--- src/rtl/kpsd_pkg.sv ---
package kpsd_pkg;

  typedef enum logic [1:0] {
    PH_IDLE     = 2'd0,
    PH_DEBOUNCE = 2'd1,
    PH_PRESSED  = 2'd2
  } phase_t;

  localparam logic [3:0] COLS_ALL_HIGH  = 4'hF;
  localparam logic [7:0] COUNT_MAX      = 8'hFF;
  localparam logic [7:0] DEBOUNCE_RESET = 8'd6;

  localparam logic [3:0] CODE_OK     = 4'd10;
  localparam logic [3:0] CODE_CANCEL = 4'd11;
  localparam logic [3:0] CODE_BACK   = 4'd12;
  localparam logic [3:0] CODE_DOT    = 4'd13;
  localparam logic [3:0] CODE_NONE   = 4'd14;

  typedef struct packed {
    phase_t      phase;
    logic [1:0]  row;
    logic [3:0]  captured;
    logic [7:0]  count;
  } scan_state_t;

  typedef struct packed {
    logic        key_valid;
    logic [3:0]  key_code;
    logic [3:0]  row_lines;
  } scan_result_t;

  // column 0 sits on bit 3, column 3 on bit 0
  function automatic logic [1:0] first_low_col(input logic [3:0] cols);
    logic [1:0] col;
    col = 2'd3;
    if (!cols[3]) begin
      col = 2'd0;
    end else if (!cols[2]) begin
      col = 2'd1;
    end else if (!cols[1]) begin
      col = 2'd2;
    end
    return col;
  endfunction

  function automatic logic [3:0] key_lookup(input logic [1:0] row, input logic [1:0] col);
    logic [3:0] code;
    case ({row, col})
      4'b00_00: code = 4'd1;
      4'b00_01: code = 4'd2;
      4'b00_10: code = 4'd3;
      4'b00_11: code = CODE_OK;
      4'b01_00: code = 4'd4;
      4'b01_01: code = 4'd5;
      4'b01_10: code = 4'd6;
      4'b01_11: code = CODE_CANCEL;
      4'b10_00: code = 4'd7;
      4'b10_01: code = 4'd8;
      4'b10_10: code = 4'd9;
      4'b10_11: code = CODE_BACK;
      4'b11_00: code = 4'd0;
      4'b11_11: code = CODE_DOT;
      default:  code = CODE_NONE;
    endcase
    return code;
  endfunction

endpackage

--- src/rtl/kpsd_step.sv ---
module kpsd_step (
  input  kpsd_pkg::scan_state_t  state,
  input  logic [3:0]             cols,
  input  logic [7:0]             debounce_ticks,
  output kpsd_pkg::scan_state_t  state_next,
  output kpsd_pkg::scan_result_t result
);
  import kpsd_pkg::*;

  logic [7:0] count_inc;
  logic [3:0] code;

  assign count_inc = (state.count != COUNT_MAX) ? state.count + 8'd1 : state.count;

  always_comb begin
    state_next = state;
    code       = CODE_NONE;
    case (state.phase)
      PH_DEBOUNCE: begin
        if (cols == state.captured) begin
          state_next.count = count_inc;
          if (count_inc >= debounce_ticks) begin
            code             = key_lookup(state.row, first_low_col(state.captured));
            state_next.phase = PH_PRESSED;
          end
        end else begin
          state_next.phase = PH_IDLE;
        end
      end
      PH_PRESSED: begin
        if (cols == COLS_ALL_HIGH) begin
          state_next.phase = PH_IDLE;
          state_next.row   = state.row + 2'd1;
        end
      end
      default: begin
        // idle, and the unused phase code
        state_next.captured = cols;
        if (cols != COLS_ALL_HIGH) begin
          state_next.phase = PH_DEBOUNCE;
          state_next.count = '0;
        end else begin
          state_next.phase = PH_IDLE;
          state_next.row   = state.row + 2'd1;
        end
      end
    endcase
  end

  assign result.key_valid = (code != CODE_NONE);
  assign result.key_code  = code;
  assign result.row_lines = ~(4'b0001 << state_next.row);

endmodule

--- src/rtl/keypad_scan_debounce_core.sv ---
// 4x4 matrix keypad scanner with debounce.
// Input channel s_*: one beat per scan tick, carrying the active-low column
// reading taken while the current row is driven low.
// Output channel m_*: exactly one beat per input beat, in order, with the
// key flag, the key code and the row drive to apply for the next tick.
// Config channel cfg_*: the debounce tick count, always ready; write it only
// while no beat is in flight.
// Path: an input beat passes through the input register, then the result register,
// where the receiver can take it. Throughput: one beat per cycle while the receiver
// does not stall, set by the single combinational step between the two registers.
// Reset: scanner idle on row 0, captured columns all high, match count 0,
// debounce tick count 6; no beats held.
// When the receiver stalls the result register holds its beat and the input
// register still takes one more beat; after that s_tready drops until the
// receiver takes the waiting result.
module keypad_scan_debounce_core (
  input  logic       clk,
  input  logic       rst,
  input  logic       s_tvalid,
  output logic       s_tready,
  input  logic [7:0] s_tdata,   // [3:0] col_lines, [7:4] zero
  output logic       m_tvalid,
  input  logic       m_tready,
  output logic [7:0] m_tdata,   // [3:0] key_code, [7:4] row_lines
  output logic       m_tuser,   // [0] key_valid
  input  logic       cfg_valid,
  output logic       cfg_ready,
  input  logic [7:0] cfg_data
);
  import kpsd_pkg::*;

  logic         in_valid;
  logic [3:0]   in_cols;
  logic         out_valid;
  scan_result_t out_result;
  scan_state_t  state;
  scan_state_t  state_next;
  scan_result_t step_result;
  logic [7:0]   debounce_ticks;
  logic         advance;

  assign advance   = in_valid && (!out_valid || m_tready);
  assign s_tready  = !in_valid || advance;
  assign cfg_ready = 1'b1;

  kpsd_step u_step (
    .state          (state),
    .cols           (in_cols),
    .debounce_ticks (debounce_ticks),
    .state_next     (state_next),
    .result         (step_result)
  );

  always_ff @(posedge clk) begin
    if (rst) begin
      debounce_ticks <= DEBOUNCE_RESET;
    end else if (cfg_valid && cfg_ready) begin
      debounce_ticks <= cfg_data;
    end
  end

  always_ff @(posedge clk) begin
    if (rst) begin
      state.phase    <= PH_IDLE;
      state.row      <= 2'd0;
      state.captured <= COLS_ALL_HIGH;
      state.count    <= '0;
    end else if (advance) begin
      state <= state_next;
    end
  end

  // input register
  always_ff @(posedge clk) begin
    if (rst) begin
      in_valid <= 1'b0;
    end else if (s_tvalid && s_tready) begin
      in_valid <= 1'b1;
    end else if (advance) begin
      in_valid <= 1'b0;
    end
  end

  always_ff @(posedge clk) begin
    if (s_tvalid && s_tready) begin
      in_cols <= s_tdata[3:0];
    end
  end

  // result register
  always_ff @(posedge clk) begin
    if (rst) begin
      out_valid <= 1'b0;
    end else if (advance) begin
      out_valid <= 1'b1;
    end else if (m_tready) begin
      out_valid <= 1'b0;
    end
  end

  always_ff @(posedge clk) begin
    if (advance) begin
      out_result <= step_result;
    end
  end

  assign m_tvalid = out_valid;
  assign m_tdata  = {out_result.row_lines, out_result.key_code};
  assign m_tuser  = out_result.key_valid;

endmodule

--- config.mk ---
export PLATFORM = sky130hd
export DESIGN_NAME = keypad_scan_debounce_core
export DESIGN_NICKNAME = d
export VERILOG_FILES = /design/src/rtl/kpsd_pkg.sv /design/src/rtl/kpsd_step.sv /design/src/rtl/keypad_scan_debounce_core.sv
export SDC_FILE = /design/constraint.sdc
export NUM_CORES = 1
export LEC_CHECK = 0
export BUFFER_PORTS_ARGS = -buffer_cell sky130_fd_sc_hd__buf_4
export CELL_PAD_IN_SITES_DETAIL_PLACEMENT = 0
export CELL_PAD_IN_SITES_GLOBAL_PLACEMENT = 2
export CORE_MARGIN = 1.5
export CORE_UTILIZATION = 38
export DETAILED_ROUTE_END_ITERATION = 12
export HOLD_SLACK_MARGIN = 0.05
export PLACE_DENSITY_LB_ADDON = 0.1
export SLEW_MARGIN = 30
export SYNTH_ARGS = -nofsm -noshare
export SYNTH_HDL_FRONTEND = slang
export SYNTH_SLANG_ARGS = --single-unit
--- constraint.sdc ---
create_clock -name clk -period 6.1 [get_ports clk]
set_input_delay 0 -clock clk [delete_from_list [all_inputs] [get_ports clk]]
set_output_delay 0 -clock clk [all_outputs]
set_load 0.005 [all_outputs]
Word-level counts from Yosys, hierarchy flattened

Memory sizes are Yosys's and may differ from the RTL's.
Cells that the tools add are included.

Flip-flop bits (word level): 39
Bits in read-only memories: 64
Input port bits: 21
Output and inout port bits: 12
Logic and storage cells: 66
Memories kept: 1

Memory list:

| memory           | depth | width | read ports | clocked after memory_dff | write ports | RTL line       | RTL |
|---|---|---|---|---|---|---|---|
| (name not given) | 16    | 4     | 1          | 0                        | 0           | kpsd_pkg.sv:48 | `case ({row, col})` |

Add/sub/neg operators: 2
Magnitude comparators: 1
Equality and inequality tests: 10
Shifts and indexed selects: 1
Multiplexer cells: 24
Bitwise gates (word level): 3
Reduce and logical (&&, ||, !) cells: 13

Operator list:

| kind                                                 | count |
|---|---|
| 2-to-1 mux 8 bit                                     | 3 |
| 2-to-1 mux 2 bit                                     | 8 |
| 2-to-1 mux 4 bit                                     | 4 |
| case mux 8 bit (2 select lines)                      | 1 |
| adder 8 x 1 -> 8 bit (second input constant)         | 1 |
| greater-or-equal comparator 8 bit                    | 1 |
| != test 4 bit (second input constant)                | 2 |
| != test 8 bit (second input constant)                | 1 |
| case mux 2 bit (2 select lines)                      | 2 |
| 2-to-1 mux 1 bit                                     | 6 |
| nonzero test 2 bit                                   | 3 |
| equality test 4 bit                                  | 1 |
| equality test 4 bit (second input constant)          | 1 |
| != test 2 x 1 -> 1 bit (second input constant)       | 2 |
| NOT 4 bit                                            | 1 |
| AND reduction 4 bit                                  | 1 |
| left shift 1 x 2 -> 4 bit (first input constant)     | 1 |
| != test 3 bit (second input constant)                | 1 |
| AND reduction 3 bit                                  | 1 |
| adder 2 x 1 -> 2 bit (second input constant)         | 1 |
| equality test 2 x 1 -> 1 bit (second input constant) | 1 |
| equality test 2 bit (second input constant)          | 1 |
| logical AND 1 bit                                    | 2 |
| zero test 1 bit                                      | 2 |
| other kinds (4)                                      | 6 |

Logic depth before layout (Yosys ltp)

An unclocked memory read counts as a cell.

Word-level depth: 11
Gate-level depth with buffers: 11

Hierarchy

A second synthesis with hierarchy kept.

Cells, all modules: 279
Area total of the unflattened synthesis: 2493.6 µm²

Modules (own cells, without submodules):

| module                    | times used | cells an instance | area each (µm²) |
|---|---|---|---|
| keypad_scan_debounce_core | 1          | 120               | 1473.9 |
| kpsd_step                 | 1          | 159               | 1019.7 |

Least setup slack after synthesis

OpenSTA, ideal clock, no wires.

Kind: register -> register
From: register, netlist name state[0]
To: register out_result (netlist bit m_tuser) (data pin)
Setup time: 0.269 ns
Data arrival time: 2.348 ns
Required time: 5.831 ns
Slack: 3.483 ns
Stages on the path, launching flop included: 12
Path through: dfxtp_1 ha_1 and4_1 nand2_1 nand2_1 xnor2_1 ha_1 and3_1 o21ai_0 a31oi_1 o31a_1 a21boi_0

RTL lines:

| what                 | RTL line                         | RTL |
|---|---|---|
| to (signal assigned) | keypad_scan_debounce_core.sv:103 | `out_result <= step_result;` |
| to (decl)            | keypad_scan_debounce_core.sv:35  | `scan_result_t out_result;` |

==> out/qor.yml <==
dpl.cell_count: 330
syn_to_final_growth_pct: 29.48
synth_nets: 276
start_util_pct: 39.98
cp-end-kind: "register"
pwr_density_cell_nw_per_um2: 214.6
ios: 33
path_class: "register to register"
cts_hold_buf: 27
wirelength_um: 4555
status: "finished clean"
yosysSeqAreaShare_pct: 40.88
fin_nets: 328
post_cts_resized: 0
post_cts.repair.setup_buffers: 0
worstSkewPairLatency_ps: 290
yosysWarnings: 0
ir_worst_vdd_mv: 0.1038
drive_gt1_share_pct: 15.02
hold_violations: 0
fmax_ghz: 0.3288
wl_per_cell_um: 12.48
grtUsageTotal_pct: 16.22
yosysTopAreaCell: "dfxtp_1"
dp_hpwl_um: 3279
slowest_delay_ps: 420
grt_pass1_wl_um: 7955
layout.cells.non_filler: 365
syn-cell-area_um2: 2228
worstPathCellList: "ha_1 -> and4_1 -> nand2_1 -> nand2_1 -> xnor2_1 -> ha_1 -> and3_1 -> o21ai_0 -> a31oi_1 -> o31a_1 -> a21boi_0"
grt_start_max_net_pins: 20
clock_skew_ps: 6.805
vias_per_cell: 4.882
chipHeight_um: 79.58
cts_tree: "yes"
netlist.area_leader.share_pct: 23.36
maxSlewViolCount: 0
clkTransAtPathRegs_ps: 80
synth-edff-count: 13
synth_ff_type: "dfxtp_1"
fin_setup_tns_ps: 0
place_congestion: 0.7583
h-tree-depth: 2
period_minus_slack_ps: 3042
p_switching_uw: 135.6
ant_nets: 0
min_period_over_period_pct: 49.87
ys_types: 50
drc: 0
critPathMaxFanout: 7
io_buffer_count: 27
numCtsBuffers: 5
hold_class: "input pin to register"
coreArea_um2: 5574
cts_root_buf: "clkbuf_8"
ys_top_cells_by_area: "dfxtp_1, edfxtp_1, ha_1"
pwr-share-seq_pct: 45.9
drv_cap: 0
first_iter_violations: 58
synth_async_sr_flop_share_pct: 0
dieArea_um2: 6332
grt_pass1_vias: 1727
comb_power_share_pct: 13.2
gr-total-overflow: 0
cts_sinks: 39
arrival_ps: 3060
synth_cells: 240
finalSetupViolCount: 0
max_slew_margin_pct: 64.62
swShare_pct: 21.90
worst_pin_slew_ps: 525.1
power.internal_uw: 483.5
final_cell_mix: "nand2_1, dlygate4sd3_1, buf_4"
firstDrtPassIters: 4
synth-seq-cells: 39
die_w_um: 79.58
num_vias: 1782
postSynthAreaPerCell_um2: 9.285
clock_path_buffers: 2
antenna_cells: 0
power_leakage_nw: 1.192
rsz0062_at_grt: "false"
worst_path_max_delay_cell: "dfxtp_1"
critPathLaunchType: "register"
required_ps: 6120
antenna_found_initial: 0
fp-row-count: 27
p_clk_share_pct: 40.8
[worst max-delay path, delay by kind of cell (launching register included)]
family	cells	cell delay, ps
adders and majority gates	2	540
xor gates and xnor gates	1	150
DFF	1	420
and+or+nand+nor	4	800
AOI/OAI and AO/OA	4	840
[per-layer routing]
| layer | vias up | track usage (%) | part of all wire (%) |
|---|---|---|---|
| li1 | 948 | - | - |
| met1 | 801 | 22.53 | 53 |
| met2 | 29 | 25.25 | 43 |
| met3 | 4 | 3.429 | 3.4 |
| met4 | 0 | 4.737 | 0.68 |
| met5 | - | 0 | 0 |
[final cells by class]
cell class,count,area [µm²]
Inverter,20,75.07
Clock buffer,6,72.57
Multi-Input combinational cell,172,1204
Timing Repair Buffer,54,473.0
Tap cell,72,90.09
Clock inverter,2,60.06
Fill cell,520,2689
Sequential cell,39,910.9
[power groups by stage]
stage	sequential, mW	combinational [mW]	clock [mW]
after floorplan	0.289	0.0490	0
after global placement	0.290	0.0673	0
after detailed placement	0.291	0.0681	0
after CTS	0.285	0.0823	0.261
after global routing	0.286	0.0925	0.273
final	0.284	0.0819	0.253
[state kept, by name, indices dropped and copies added (netlist names)]
signal          cells
state              16
in_cols             4
debounce_ticks      8
m_tvalid            1
m_tuser             1
m_tdata             8
in_valid            1
[cell families after synthesis]
logic type	Yosys count	share of synthesized area (%)
other cells	1	0.1683
fa+ha+maj	15	8.422
mux	13	5.896
xor+xnor	8	4.492
simple gates	86	19.37
flops	39	40.88
buf+inv	29	5.109
compound gates	49	15.67
[through the flow]
step | hold WS [ps] | setup WS (ps) | area, µm² | utilization (%) | power (mW)
after global routing | 134.0 | 2824 | 2885 | 51.76 | 0.6517
after global placement | 178.2 | 3037 | 2482 | 44.53 | 0.3576
after CTS | 98.55 | 3039 | 2885 | 51.76 | 0.6280
final | 90.89 | 3058 | 2885 | 51.76 | 0.6191
after floorplan | 98.87 | 3483 | 2228 | - | 0.3379
after detailed placement | 179.3 | 3074 | 2482 | 44.53 | 0.3587
[synth_stat cells, drive strengths merged, types with 2 or more instances]
cell type  instances
and3               2
nor2b              5
ha                15
nor3b              2
nand3             10
nand4              4
xnor2              7
inv               20
a21oi             14
edfxtp            13
mux2i             12
buf                3
nor3               3
nand2             27
a21o               2
nand2b             6
nor2              20
o22ai              2
dfxtp             26
and4               2
o21ai              9
a31oi              3
clkbuf             6
or2                2
a211oi             2
o211ai             5
[path summary, 6_finish.rpt]
path / from / to / slack [ps] / depth (start not counted)
max: state[0] / m_tuser / 3060 / 11
min: cfg_valid / debounce_ticks[7] / 90 / 3
max reg2reg: state[0] / m_tuser / 3060 / 11
min reg2reg: state[14] / state[14] / 480 / 2
No activity file was read; power rests on OpenSTA's default activity.
